**config.mk**
```make
export PLATFORM = sky130hd
export DESIGN_NAME = pulse_duration_window_averager
export DESIGN_NICKNAME = d
export VERILOG_FILES = /design/src/hw/rtl/pdwa_pkg.sv /design/src/hw/rtl/pulse_duration_window_averager.sv /design/src/hw/rtl/pdwa_front.sv /design/src/hw/rtl/pdwa_queue.sv /design/src/hw/rtl/pdwa_div.sv /design/src/hw/rtl/pdwa_back.sv
export SDC_FILE = /design/constraint.sdc
export NUM_CORES = 2
export LEC_CHECK = 0
export BUFFER_PORTS_ARGS = -buffer_cell sky130_fd_sc_hd__buf_2
export CORE_ASPECT_RATIO = 0.8
export CORE_MARGIN = 8
export CORE_UTILIZATION = 35
export CTS_CLUSTER_SIZE = 12
export DETAILED_ROUTE_END_ITERATION = 10
export SLEW_MARGIN = 40
export SYNTH_ARGS = -nofsm -noshare
export SYNTH_HDL_FRONTEND = slang
export SYNTH_HIERARCHICAL = 1
export SYNTH_SLANG_ARGS = --single-unit
```
**constraint.sdc**
```tcl
create_clock -name clock -period 9.1 [get_ports clock]
set_clock_uncertainty 0.1 [all_clocks]
set_input_delay 0.455 -clock clock [delete_from_list [all_inputs] [get_ports clock]]
set_output_delay 0.455 -clock clock [all_outputs]
set_load 0.01 [all_outputs]
```
**src/hw/rtl/pdwa_pkg.sv**
```systemverilog
`timescale 1ns / 1ps

package pdwa_pkg;

   // input item kinds
   localparam logic MODE_TICK   = 1'b0;
   localparam logic MODE_SAMPLE = 1'b1;

   // configuration register indexes
   localparam int CSR_INDEX_W = 2;
   localparam int CSR_DATA_W  = 16;
   localparam logic [CSR_INDEX_W-1:0] CSR_THRESHOLD   = 2'd0;
   localparam logic [CSR_INDEX_W-1:0] CSR_TICK_PERIOD = 2'd1;

   localparam int THRESHOLD_W = 12;
   localparam int PERIOD_W    = 16;
   localparam logic [THRESHOLD_W-1:0] THRESHOLD_RESET = 12'd2048;
   localparam logic [PERIOD_W-1:0]    PERIOD_RESET    = 16'd10;

   // fixed point and field widths
   localparam int Q_FRAC = 16;
   localparam int Q_W    = 32;
   localparam int VE_W   = 8;
   localparam int RUN_W  = 20;
   localparam int MS_PER_SECOND = 1000;

   typedef struct packed {
      logic                   mode;
      logic [THRESHOLD_W-1:0] sample_value;
   } req_type;

   typedef struct packed {
      logic             recorded;
      logic [Q_W-1:0]   mean_seconds_q16;
      logic [Q_W-1:0]   rate_per_second_q16;
      logic [VE_W-1:0]  valid_entries;
      logic [RUN_W-1:0] running_ticks;
   } rsp_type;

endpackage

```
**src/hw/rtl/pulse_duration_window_averager.sv**
```systemverilog
`timescale 1ns / 1ps
// a tick or non-recording request passes the queue slot, then the response register
// a recording request is answered after the shared bit-serial divider (32 quotient bits,
//   one a cycle) runs for mean then rate; sooner on saturation or with no nonzero entries
// throughput: one request a cycle while nothing is recorded and rsp_ready is high;
//   a recording request holds the back end; the 2-entry queue takes requests until full
// reset: synchronous, clears window, counter, mean and rate and loads register defaults

module pulse_duration_window_averager #(
   parameter int SAMPLES    = 8,
   parameter int COUNT_BITS = 20
) (
   input  logic                            clock,
   input  logic                            reset,
   input  logic                            req_valid,
   output logic                            req_ready,
   input  pdwa_pkg::req_type               req_data,
   output logic                            rsp_valid,
   input  logic                            rsp_ready,
   output pdwa_pkg::rsp_type               rsp_data,
   input  logic                            csr_we,
   input  logic [pdwa_pkg::CSR_INDEX_W-1:0] csr_index,
   input  logic [pdwa_pkg::CSR_DATA_W-1:0]  csr_wdata
);
   import pdwa_pkg::*;

   localparam int ENTRY_W = COUNT_BITS + 1;

   logic [THRESHOLD_W-1:0] threshold_ff;
   logic [PERIOD_W-1:0]    period_ff;
   logic                   fq_valid, fq_ready;
   logic [ENTRY_W-1:0]     fq_data;
   logic                   bq_valid, bq_ready;
   logic [ENTRY_W-1:0]     bq_data;

   always_ff @(posedge clock) begin
      if (reset) begin
         threshold_ff <= THRESHOLD_RESET;
         period_ff    <= PERIOD_RESET;
      end else if (csr_we) begin
         unique case (csr_index)
            CSR_THRESHOLD:   threshold_ff <= csr_wdata[THRESHOLD_W-1:0];
            CSR_TICK_PERIOD: period_ff    <= csr_wdata[PERIOD_W-1:0];
            default: ;
         endcase
      end
   end

   pdwa_front #(
      .COUNT_BITS (COUNT_BITS)
   ) u_front (
      .clock     (clock),
      .reset     (reset),
      .req_valid (req_valid),
      .req_ready (req_ready),
      .req_data  (req_data),
      .threshold (threshold_ff),
      .q_valid   (fq_valid),
      .q_ready   (fq_ready),
      .q_data    (fq_data)
   );

   pdwa_queue #(
      .WIDTH (ENTRY_W)
   ) u_queue (
      .clock     (clock),
      .reset     (reset),
      .in_valid  (fq_valid),
      .in_ready  (fq_ready),
      .in_data   (fq_data),
      .out_valid (bq_valid),
      .out_ready (bq_ready),
      .out_data  (bq_data)
   );

   pdwa_back #(
      .SAMPLES    (SAMPLES),
      .COUNT_BITS (COUNT_BITS)
   ) u_back (
      .clock          (clock),
      .reset          (reset),
      .q_valid        (bq_valid),
      .q_ready        (bq_ready),
      .q_data         (bq_data),
      .tick_period_ms (period_ff),
      .rsp_valid      (rsp_valid),
      .rsp_ready      (rsp_ready),
      .rsp_data       (rsp_data)
   );

endmodule

```
**src/hw/rtl/pdwa_front.sv**
```systemverilog
`timescale 1ns / 1ps

module pdwa_front #(
   parameter int COUNT_BITS = 20
) (
   input  logic                             clock,
   input  logic                             reset,
   input  logic                             req_valid,
   output logic                             req_ready,
   input  pdwa_pkg::req_type                req_data,
   input  logic [pdwa_pkg::THRESHOLD_W-1:0] threshold,
   output logic                             q_valid,
   input  logic                             q_ready,
   output logic [COUNT_BITS:0]              q_data
);
   import pdwa_pkg::*;

   localparam logic [COUNT_BITS-1:0] COUNT_MAX = '1;

   logic [COUNT_BITS-1:0] count_ff, count_in;
   logic                  idle_ff, idle_in;
   logic                  accept;
   logic                  record;

   assign req_ready = q_ready;
   assign accept    = req_valid && q_ready;

   always_comb begin
      count_in = count_ff;
      idle_in  = idle_ff;
      record   = 1'b0;
      if (accept) begin
         if (req_data.mode == MODE_TICK) begin
            if (!idle_ff && count_ff != COUNT_MAX) begin
               count_in = count_ff + 1'b1;
            end
         end else if (req_data.sample_value > threshold) begin
            idle_in = 1'b0;
         end else if (req_data.sample_value < threshold) begin
            // end of an active spell hands the finished count to the back end
            if (!idle_ff) begin
               record   = 1'b1;
               count_in = '0;
            end
            idle_in = 1'b1;
         end
      end
   end

   assign q_valid = req_valid;
   assign q_data  = {record, record ? count_ff : count_in};

   always_ff @(posedge clock) begin
      if (reset) begin
         count_ff <= '0;
         idle_ff  <= 1'b1;
      end else begin
         count_ff <= count_in;
         idle_ff  <= idle_in;
      end
   end

endmodule

```
**src/hw/rtl/pdwa_queue.sv**
```systemverilog
`timescale 1ns / 1ps

module pdwa_queue #(
   parameter int WIDTH = 21
) (
   input  logic             clock,
   input  logic             reset,
   input  logic             in_valid,
   output logic             in_ready,
   input  logic [WIDTH-1:0] in_data,
   output logic             out_valid,
   input  logic             out_ready,
   output logic [WIDTH-1:0] out_data
);

   logic [WIDTH-1:0] slot_ff [2];
   logic             wptr_ff, rptr_ff;
   logic [1:0]       fill_ff;
   logic             push, pop;

   assign in_ready  = (fill_ff != 2'd2);
   assign out_valid = (fill_ff != 2'd0);
   assign out_data  = slot_ff[rptr_ff];
   assign push      = in_valid && in_ready;
   assign pop       = out_valid && out_ready;

   always_ff @(posedge clock) begin
      if (push) begin
         slot_ff[wptr_ff] <= in_data;
      end
   end

   always_ff @(posedge clock) begin
      if (reset) begin
         wptr_ff <= 1'b0;
         rptr_ff <= 1'b0;
         fill_ff <= 2'd0;
      end else begin
         if (push) begin
            wptr_ff <= ~wptr_ff;
         end
         if (pop) begin
            rptr_ff <= ~rptr_ff;
         end
         if (push && !pop) begin
            fill_ff <= fill_ff + 2'd1;
         end else if (pop && !push) begin
            fill_ff <= fill_ff - 2'd1;
         end
      end
   end

endmodule

```
**src/hw/rtl/pdwa_div.sv**
```systemverilog
`timescale 1ns / 1ps

// quotient = floor(num * 2^16 / den), saturated to all ones, one bit a cycle
module pdwa_div #(
   parameter int DIV_W = 48
) (
   input  logic                     clock,
   input  logic                     reset,
   input  logic                     start,
   input  logic [DIV_W-1:0]         num,
   input  logic [DIV_W-1:0]         den,
   output logic                     done,
   output logic [pdwa_pkg::Q_W-1:0] quot
);
   import pdwa_pkg::*;

   localparam int STEP_W = $clog2(Q_W);

   typedef enum logic {
      D_IDLE,
      D_RUN
   } div_state_type;

   div_state_type      state_ff;
   logic [DIV_W-1:0]   rem_ff;
   logic [DIV_W-1:0]   den_ff;
   logic [Q_W-1:0]     low_ff;
   logic [Q_W-1:0]     quot_ff;
   logic [STEP_W-1:0]  step_ff;
   logic               done_ff;
   logic               overflow;
   logic [DIV_W:0]     trial;
   logic               fits;

   // the quotient does not fit in 32 bits when num >= den * 2^16 (also den of zero)
   assign overflow = {Q_FRAC'(0), num} >= {den, Q_FRAC'(0)};
   assign trial    = {rem_ff, low_ff[Q_W-1]};
   assign fits     = trial >= {1'b0, den_ff};
   assign done     = done_ff;
   assign quot     = quot_ff;

   always_ff @(posedge clock) begin
      if (reset) begin
         state_ff <= D_IDLE;
         done_ff  <= 1'b0;
         step_ff  <= '0;
      end else begin
         unique case (state_ff)
            D_IDLE: begin
               done_ff <= start && overflow;
               if (start) begin
                  if (overflow) begin
                     quot_ff <= '1;
                  end else begin
                     rem_ff   <= DIV_W'(num >> Q_FRAC);
                     low_ff   <= {num[Q_FRAC-1:0], Q_FRAC'(0)};
                     den_ff   <= den;
                     quot_ff  <= '0;
                     step_ff  <= '0;
                     state_ff <= D_RUN;
                  end
               end
            end
            D_RUN: begin
               rem_ff  <= fits ? DIV_W'(trial - {1'b0, den_ff}) : DIV_W'(trial);
               low_ff  <= {low_ff[Q_W-2:0], 1'b0};
               quot_ff <= {quot_ff[Q_W-2:0], fits};
               step_ff <= step_ff + 1'b1;
               done_ff <= (step_ff == STEP_W'(Q_W - 1));
               if (step_ff == STEP_W'(Q_W - 1)) begin
                  state_ff <= D_IDLE;
               end
            end
            default: begin
               done_ff  <= 1'b0;
               state_ff <= D_IDLE;
            end
         endcase
      end
   end

endmodule

```
**src/hw/rtl/pdwa_back.sv**
```systemverilog
`timescale 1ns / 1ps

module pdwa_back #(
   parameter int SAMPLES    = 8,
   parameter int COUNT_BITS = 20
) (
   input  logic                          clock,
   input  logic                          reset,
   input  logic                          q_valid,
   output logic                          q_ready,
   input  logic [COUNT_BITS:0]           q_data,
   input  logic [pdwa_pkg::PERIOD_W-1:0] tick_period_ms,
   output logic                          rsp_valid,
   input  logic                          rsp_ready,
   output pdwa_pkg::rsp_type             rsp_data
);
   import pdwa_pkg::*;

   localparam int CNT_W  = $clog2(SAMPLES + 1);
   localparam int SUM_W  = COUNT_BITS + CNT_W;
   localparam int PROD_W = SUM_W + PERIOD_W;
   localparam int VK_W   = CNT_W + 10;
   localparam int DIV_W  = (PROD_W > VK_W) ? PROD_W : VK_W;

   typedef enum logic [2:0] {
      B_IDLE,
      B_MUL,
      B_MEAN,
      B_MEAN_WAIT,
      B_RATE,
      B_RATE_WAIT,
      B_OUT
   } back_state_type;

   back_state_type        state_ff, state_in;
   logic [COUNT_BITS-1:0] win_ff [SAMPLES];
   logic [COUNT_BITS-1:0] win_in [SAMPLES];
   logic [SUM_W-1:0]      sum_ff, sum_in;
   logic [CNT_W-1:0]      cnt_ff, cnt_in;
   logic [PROD_W-1:0]     prod_ff, prod_in;
   logic [VK_W-1:0]       vk_ff, vk_in;
   logic [Q_W-1:0]        mean_ff, mean_in;
   logic [Q_W-1:0]        rate_ff, rate_in;
   logic                  rsp_valid_ff, rsp_valid_in;
   rsp_type               rsp_ff, rsp_in;

   logic                  rec;
   logic [COUNT_BITS-1:0] dur;
   logic                  out_free;
   logic [VE_W+CNT_W-1:0] cnt_wide;
   logic [RUN_W+COUNT_BITS-1:0] run_wide;
   logic                  div_start;
   logic [DIV_W-1:0]      div_num, div_den;
   logic                  div_done;
   logic [Q_W-1:0]        div_quot;

   assign rec      = q_data[COUNT_BITS];
   assign dur      = q_data[COUNT_BITS-1:0];
   assign out_free = !rsp_valid_ff || rsp_ready;
   assign cnt_wide = {VE_W'(0), cnt_ff};
   assign run_wide = {RUN_W'(0), dur};

   assign q_ready   = (state_ff == B_IDLE) && (rec || out_free);
   assign rsp_valid = rsp_valid_ff;
   assign rsp_data  = rsp_ff;

   assign div_start = (state_ff == B_MEAN) || (state_ff == B_RATE);
   assign div_num   = (state_ff == B_RATE) ? DIV_W'(vk_ff) : DIV_W'(prod_ff);
   assign div_den   = (state_ff == B_RATE) ? DIV_W'(prod_ff) : DIV_W'(vk_ff);

   pdwa_div #(
      .DIV_W (DIV_W)
   ) u_div (
      .clock (clock),
      .reset (reset),
      .start (div_start),
      .num   (div_num),
      .den   (div_den),
      .done  (div_done),
      .quot  (div_quot)
   );

   always_comb begin
      state_in     = state_ff;
      win_in       = win_ff;
      sum_in       = sum_ff;
      cnt_in       = cnt_ff;
      prod_in      = prod_ff;
      vk_in        = vk_ff;
      mean_in      = mean_ff;
      rate_in      = rate_ff;
      rsp_valid_in = rsp_valid_ff && !rsp_ready;
      rsp_in       = rsp_ff;
      unique case (state_ff)
         B_IDLE: begin
            if (q_valid && q_ready) begin
               if (rec) begin
                  // shift in the new duration, keep sum and nonzero count running
                  for (int i = 0; i < SAMPLES - 1; i++) begin
                     win_in[i] = win_ff[i + 1];
                  end
                  win_in[SAMPLES-1] = dur;
                  sum_in = sum_ff + SUM_W'(dur) - SUM_W'(win_ff[0]);
                  cnt_in = cnt_ff + CNT_W'(dur != '0) - CNT_W'(win_ff[0] != '0);
                  state_in = B_MUL;
               end else begin
                  rsp_valid_in = 1'b1;
                  rsp_in.recorded            = 1'b0;
                  rsp_in.mean_seconds_q16    = mean_ff;
                  rsp_in.rate_per_second_q16 = rate_ff;
                  rsp_in.valid_entries       = cnt_wide[VE_W-1:0];
                  rsp_in.running_ticks       = run_wide[RUN_W-1:0];
               end
            end
         end
         B_MUL: begin
            prod_in = PROD_W'(sum_ff) * PROD_W'(tick_period_ms);
            vk_in   = VK_W'(cnt_ff) * VK_W'(MS_PER_SECOND);
            if (cnt_ff == '0) begin
               mean_in  = '0;
               rate_in  = '0;
               state_in = B_OUT;
            end else begin
               state_in = B_MEAN;
            end
         end
         B_MEAN: begin
            state_in = B_MEAN_WAIT;
         end
         B_MEAN_WAIT: begin
            if (div_done) begin
               mean_in  = div_quot;
               state_in = B_RATE;
            end
         end
         B_RATE: begin
            state_in = B_RATE_WAIT;
         end
         B_RATE_WAIT: begin
            if (div_done) begin
               rate_in  = div_quot;
               state_in = B_OUT;
            end
         end
         B_OUT: begin
            if (out_free) begin
               rsp_valid_in = 1'b1;
               rsp_in.recorded            = 1'b1;
               rsp_in.mean_seconds_q16    = mean_ff;
               rsp_in.rate_per_second_q16 = rate_ff;
               rsp_in.valid_entries       = cnt_wide[VE_W-1:0];
               rsp_in.running_ticks       = '0;
               state_in = B_IDLE;
            end
         end
         default: begin
            state_in = B_IDLE;
         end
      endcase
   end

   always_ff @(posedge clock) begin
      prod_ff <= prod_in;
      vk_ff   <= vk_in;
      rsp_ff  <= rsp_in;
      if (reset) begin
         state_ff     <= B_IDLE;
         sum_ff       <= '0;
         cnt_ff       <= '0;
         mean_ff      <= '0;
         rate_ff      <= '0;
         rsp_valid_ff <= 1'b0;
         for (int i = 0; i < SAMPLES; i++) begin
            win_ff[i] <= '0;
         end
      end else begin
         state_ff     <= state_in;
         win_ff       <= win_in;
         sum_ff       <= sum_in;
         cnt_ff       <= cnt_in;
         mean_ff      <= mean_in;
         rate_ff      <= rate_in;
         rsp_valid_ff <= rsp_valid_in;
      end
   end

endmodule
```
==> results.ini <==
[global_route]
grt_pass1_wl_um = 163500
grt.total_usage = 0.1528
antenna_found_initial = 0
overflow = 0
grt_max_degree = 184
grt_pass1_vias = 29420

[clocking]
clockBufferDepth = 3
htreeDepth = 3
tritoncts = done
cts_buffers = 66
cts-root-buf = clkbuf_16
cts_resized = 0
worstSkewPairLatency_ns = 0.64
cts_num_sinks = 627
clk_pin_slew_ns = 0.06

[run]
cap_violations = 0

[placed_design]
io_buffer_count = 126
detailed_place_hpwl_um = 74530
gp_congestion = 0.8888

[setup_path]
setup.worst_path.end = u_back/prod_ff[34]
crit_arrival_ns = 7.43
cp.required_ns = 9.36
crit_fanout = 15
rr_endpoint = u_back/prod_ff[34]
worstReg2RegStart = period_ff[8]
reg2reg_slack_ns = 1.94
critPathLaunch = period_ff[8]
worstSetupPathType = reg -> reg
ff2ff_path_depth = 21
startpoint_type = register
crit_path_end_kind = register

[timing]
worstMarginPinSlew_ns = 0.9294
finalHoldViolations = 0
setup_viol = 0
fin_crit_sh = 0.7869
rsz0062_at_grt = no
report.final.slew_viol_count = 0
max_freq_mhz = 139.6
finalCriticalPeriod_ns = 7.161
setup_tns_ns = 0
relSlewSlack = 0.3796

[route]
vias = 29460
detail_route.wl_per_cell_um = 17.12
drc_errors = 0
dr.pass1.iters = 6
viasPerCell = 4.929
finalWirelength_um = 102300
drtIter0Drc = 2174
final_antenna_net_count = 0

[yosys]
ys_ff_latch = 627
netlist_area_um2 = 41840
yosysSeqAreaShare = 0.3742
synth_ff_type = dfxtp_1
synth_edf_count = 310
synthCells = 4363
ys_async_sr_fraction = 0
ys_warn_count = 6
synth.area.top_cells = edfxtp_1 22%, fa_1 16%, dfxtp_1 15%
avgSynthCellArea_um2 = 9.589
yosys.area.top_type = edfxtp_1
synth_top_area_frac = 0.2225
synth_cell_types = 99
synth_commonest_cells = 731 x nand2_1, 555 x inv_1, 391 x a21oi_1
synth.most_common_cell = nand2_1

[cells_and_area]
drive_gt1_frac = 0.08637
nNetsFinal = 4980
syn2layout_area_growth_pct = 10.08

[power]
ir_drop_mv = 0.1793
design_power_total_mw = 12.85
powerDensity_nw_per_um2 = 278.9
power.leakage_nw = 19.05

[floorplanning]
coreArea_um2 = 118600
die_w_um = 402.5
start_util = 0.3527
die-area_um2 = 130900
ios = 131
die_h_um = 325.2
rows = 113

[status]
outcome = finished, final reports clean

[min_path]
worstHoldPathType = in -> reg
min_delay_path_depth = 3

## per-stage QoR
step                      instances  worst slack, ns  hold WS [ns]    util  area [um2]
after floorplan                4366            2.370        0.3081       -       41850
after global placement         5847            2.077        0.3125  0.3692       43800
after detailed placement       5849            1.988        0.3158  0.3697       43850
after CTS                      5974            1.961      0.007328  0.3879       46020
after global routing           5975            1.623       0.03702  0.3882       46050
final                          5976            1.939       0.05846  0.3882       46050
## repair_timing
item,4_1_cts,5_1_grt
buffers inserted,0,0
hold endpoints to repair,8,0
hold buffers,8,0
## placed cells by master (no fill, tap or decap), types with 18 or more instances in the layout
cell type and instances:
a21o_1 86, a21oi_1 390, and2_1 201, and3_1 19, buf_2 125, buf_4 24, clkbuf_1 33, clkbuf_16 67
dfxtp_1 298, dfxtp_2 18, edfxtp_1 310, fa_1 335, ha_1 235, inv_1 554, mux2_2 62, mux2i_1 61
nand2_1 731, nand2b_1 59, nand3_1 98, nand4_1 31, nor2_1 127, nor2b_1 48, nor3_1 20, nor4_1 19
o21ai_0 64, o21bai_1 20, xnor2_1 70, xor2_1 42
## kinds of logic (layout without fill, tap and decap cells)
| family | after synthesis | count (layout) | synth area share |
|---|---|---|---|
| simple gates | 1425 | 1425 | 0.1613 |
| buf+inv | 780 | 837 | 0.07226 |
| compound gates | 725 | 725 | 0.1068 |
| flops | 627 | 627 | 0.3742 |
| fa+ha+maj | 570 | 570 | 0.2306 |
| mux | 123 | 123 | 0.03128 |
| xor+xnor | 112 | 112 | 0.02345 |
| other cells | 1 | 5 | 0.00008964 |
## how the worst min path moves through the flow
stage / slack, ns / start / to
after CTS: 0.007 / csr_wdata[0] / period_ff[0]
after global placement: 0.31 / u_back/rate_ff[10] / u_back/rsp_data[38]
final: 0.06 / csr_wdata[7] / period_ff[7]
after detailed placement: 0.32 / u_back/rate_ff[7] / u_back/rsp_data[35]
after floorplan: 0.31 / u_back/rate_ff[0] / u_back/rsp_data[28]
after global routing: 0.04 / csr_wdata[0] / period_ff[0]
## layout make-up
class	count	area [um2]
sequential	627	15680
inverter	555	2083
tap	1552	1942
timing repair buffer	165	1013
fill	11710	72570
multi-input combinational	2959	23250
clock inverter	13	227.7
clock buffer	104	1856
antenna	1	2.502
## sequential cells by signal, summed over array words and instances (netlist names), 40 cells and up, named ones only
register	cells
u_queue/slot_ff	42
u_back/prod_ff	40
u_back/u_div/rem_ff	40
u_back/win_ff	160
u_back/rsp_data	89
u_back/u_div/den_ff	40
## critical path, cell delays in order, from the launching register on
cell and delay (ns):
dfxtp_1 0.76, buf_4 0.31, nand2_1 0.09, fa_1 0.54, inv_1 0.05, fa_1 0.52, fa_1 0.45, fa_1 0.52
fa_1 0.59, inv_1 0.07, fa_1 0.53, inv_1 0.04, ha_1 0.38, a21oi_1 0.28, o21ai_1 0.12, a221o_1 0.30
a21o_1 0.17, a41o_1 0.24, a221oi_2 0.38, nor3_1 0.13, nand2b_1 0.17, xor2_1 0.16
## layer usage
metal | wire [um] | global-route usage
met5 | 0 | 0
met4 | 2193 | 0.03787
met3 | 7355 | 0.04232
met2 | 42420 | 0.2204
met1 | 50350 | 0.2246
## power breakdown
part	internal, mW	total, mW	switching (mW)
logic	2.23	5.81	3.58
clock network	1.51	2.67	1.16
registers	3.80	4.37	0.576
Power figures use the tool's default switching activity.
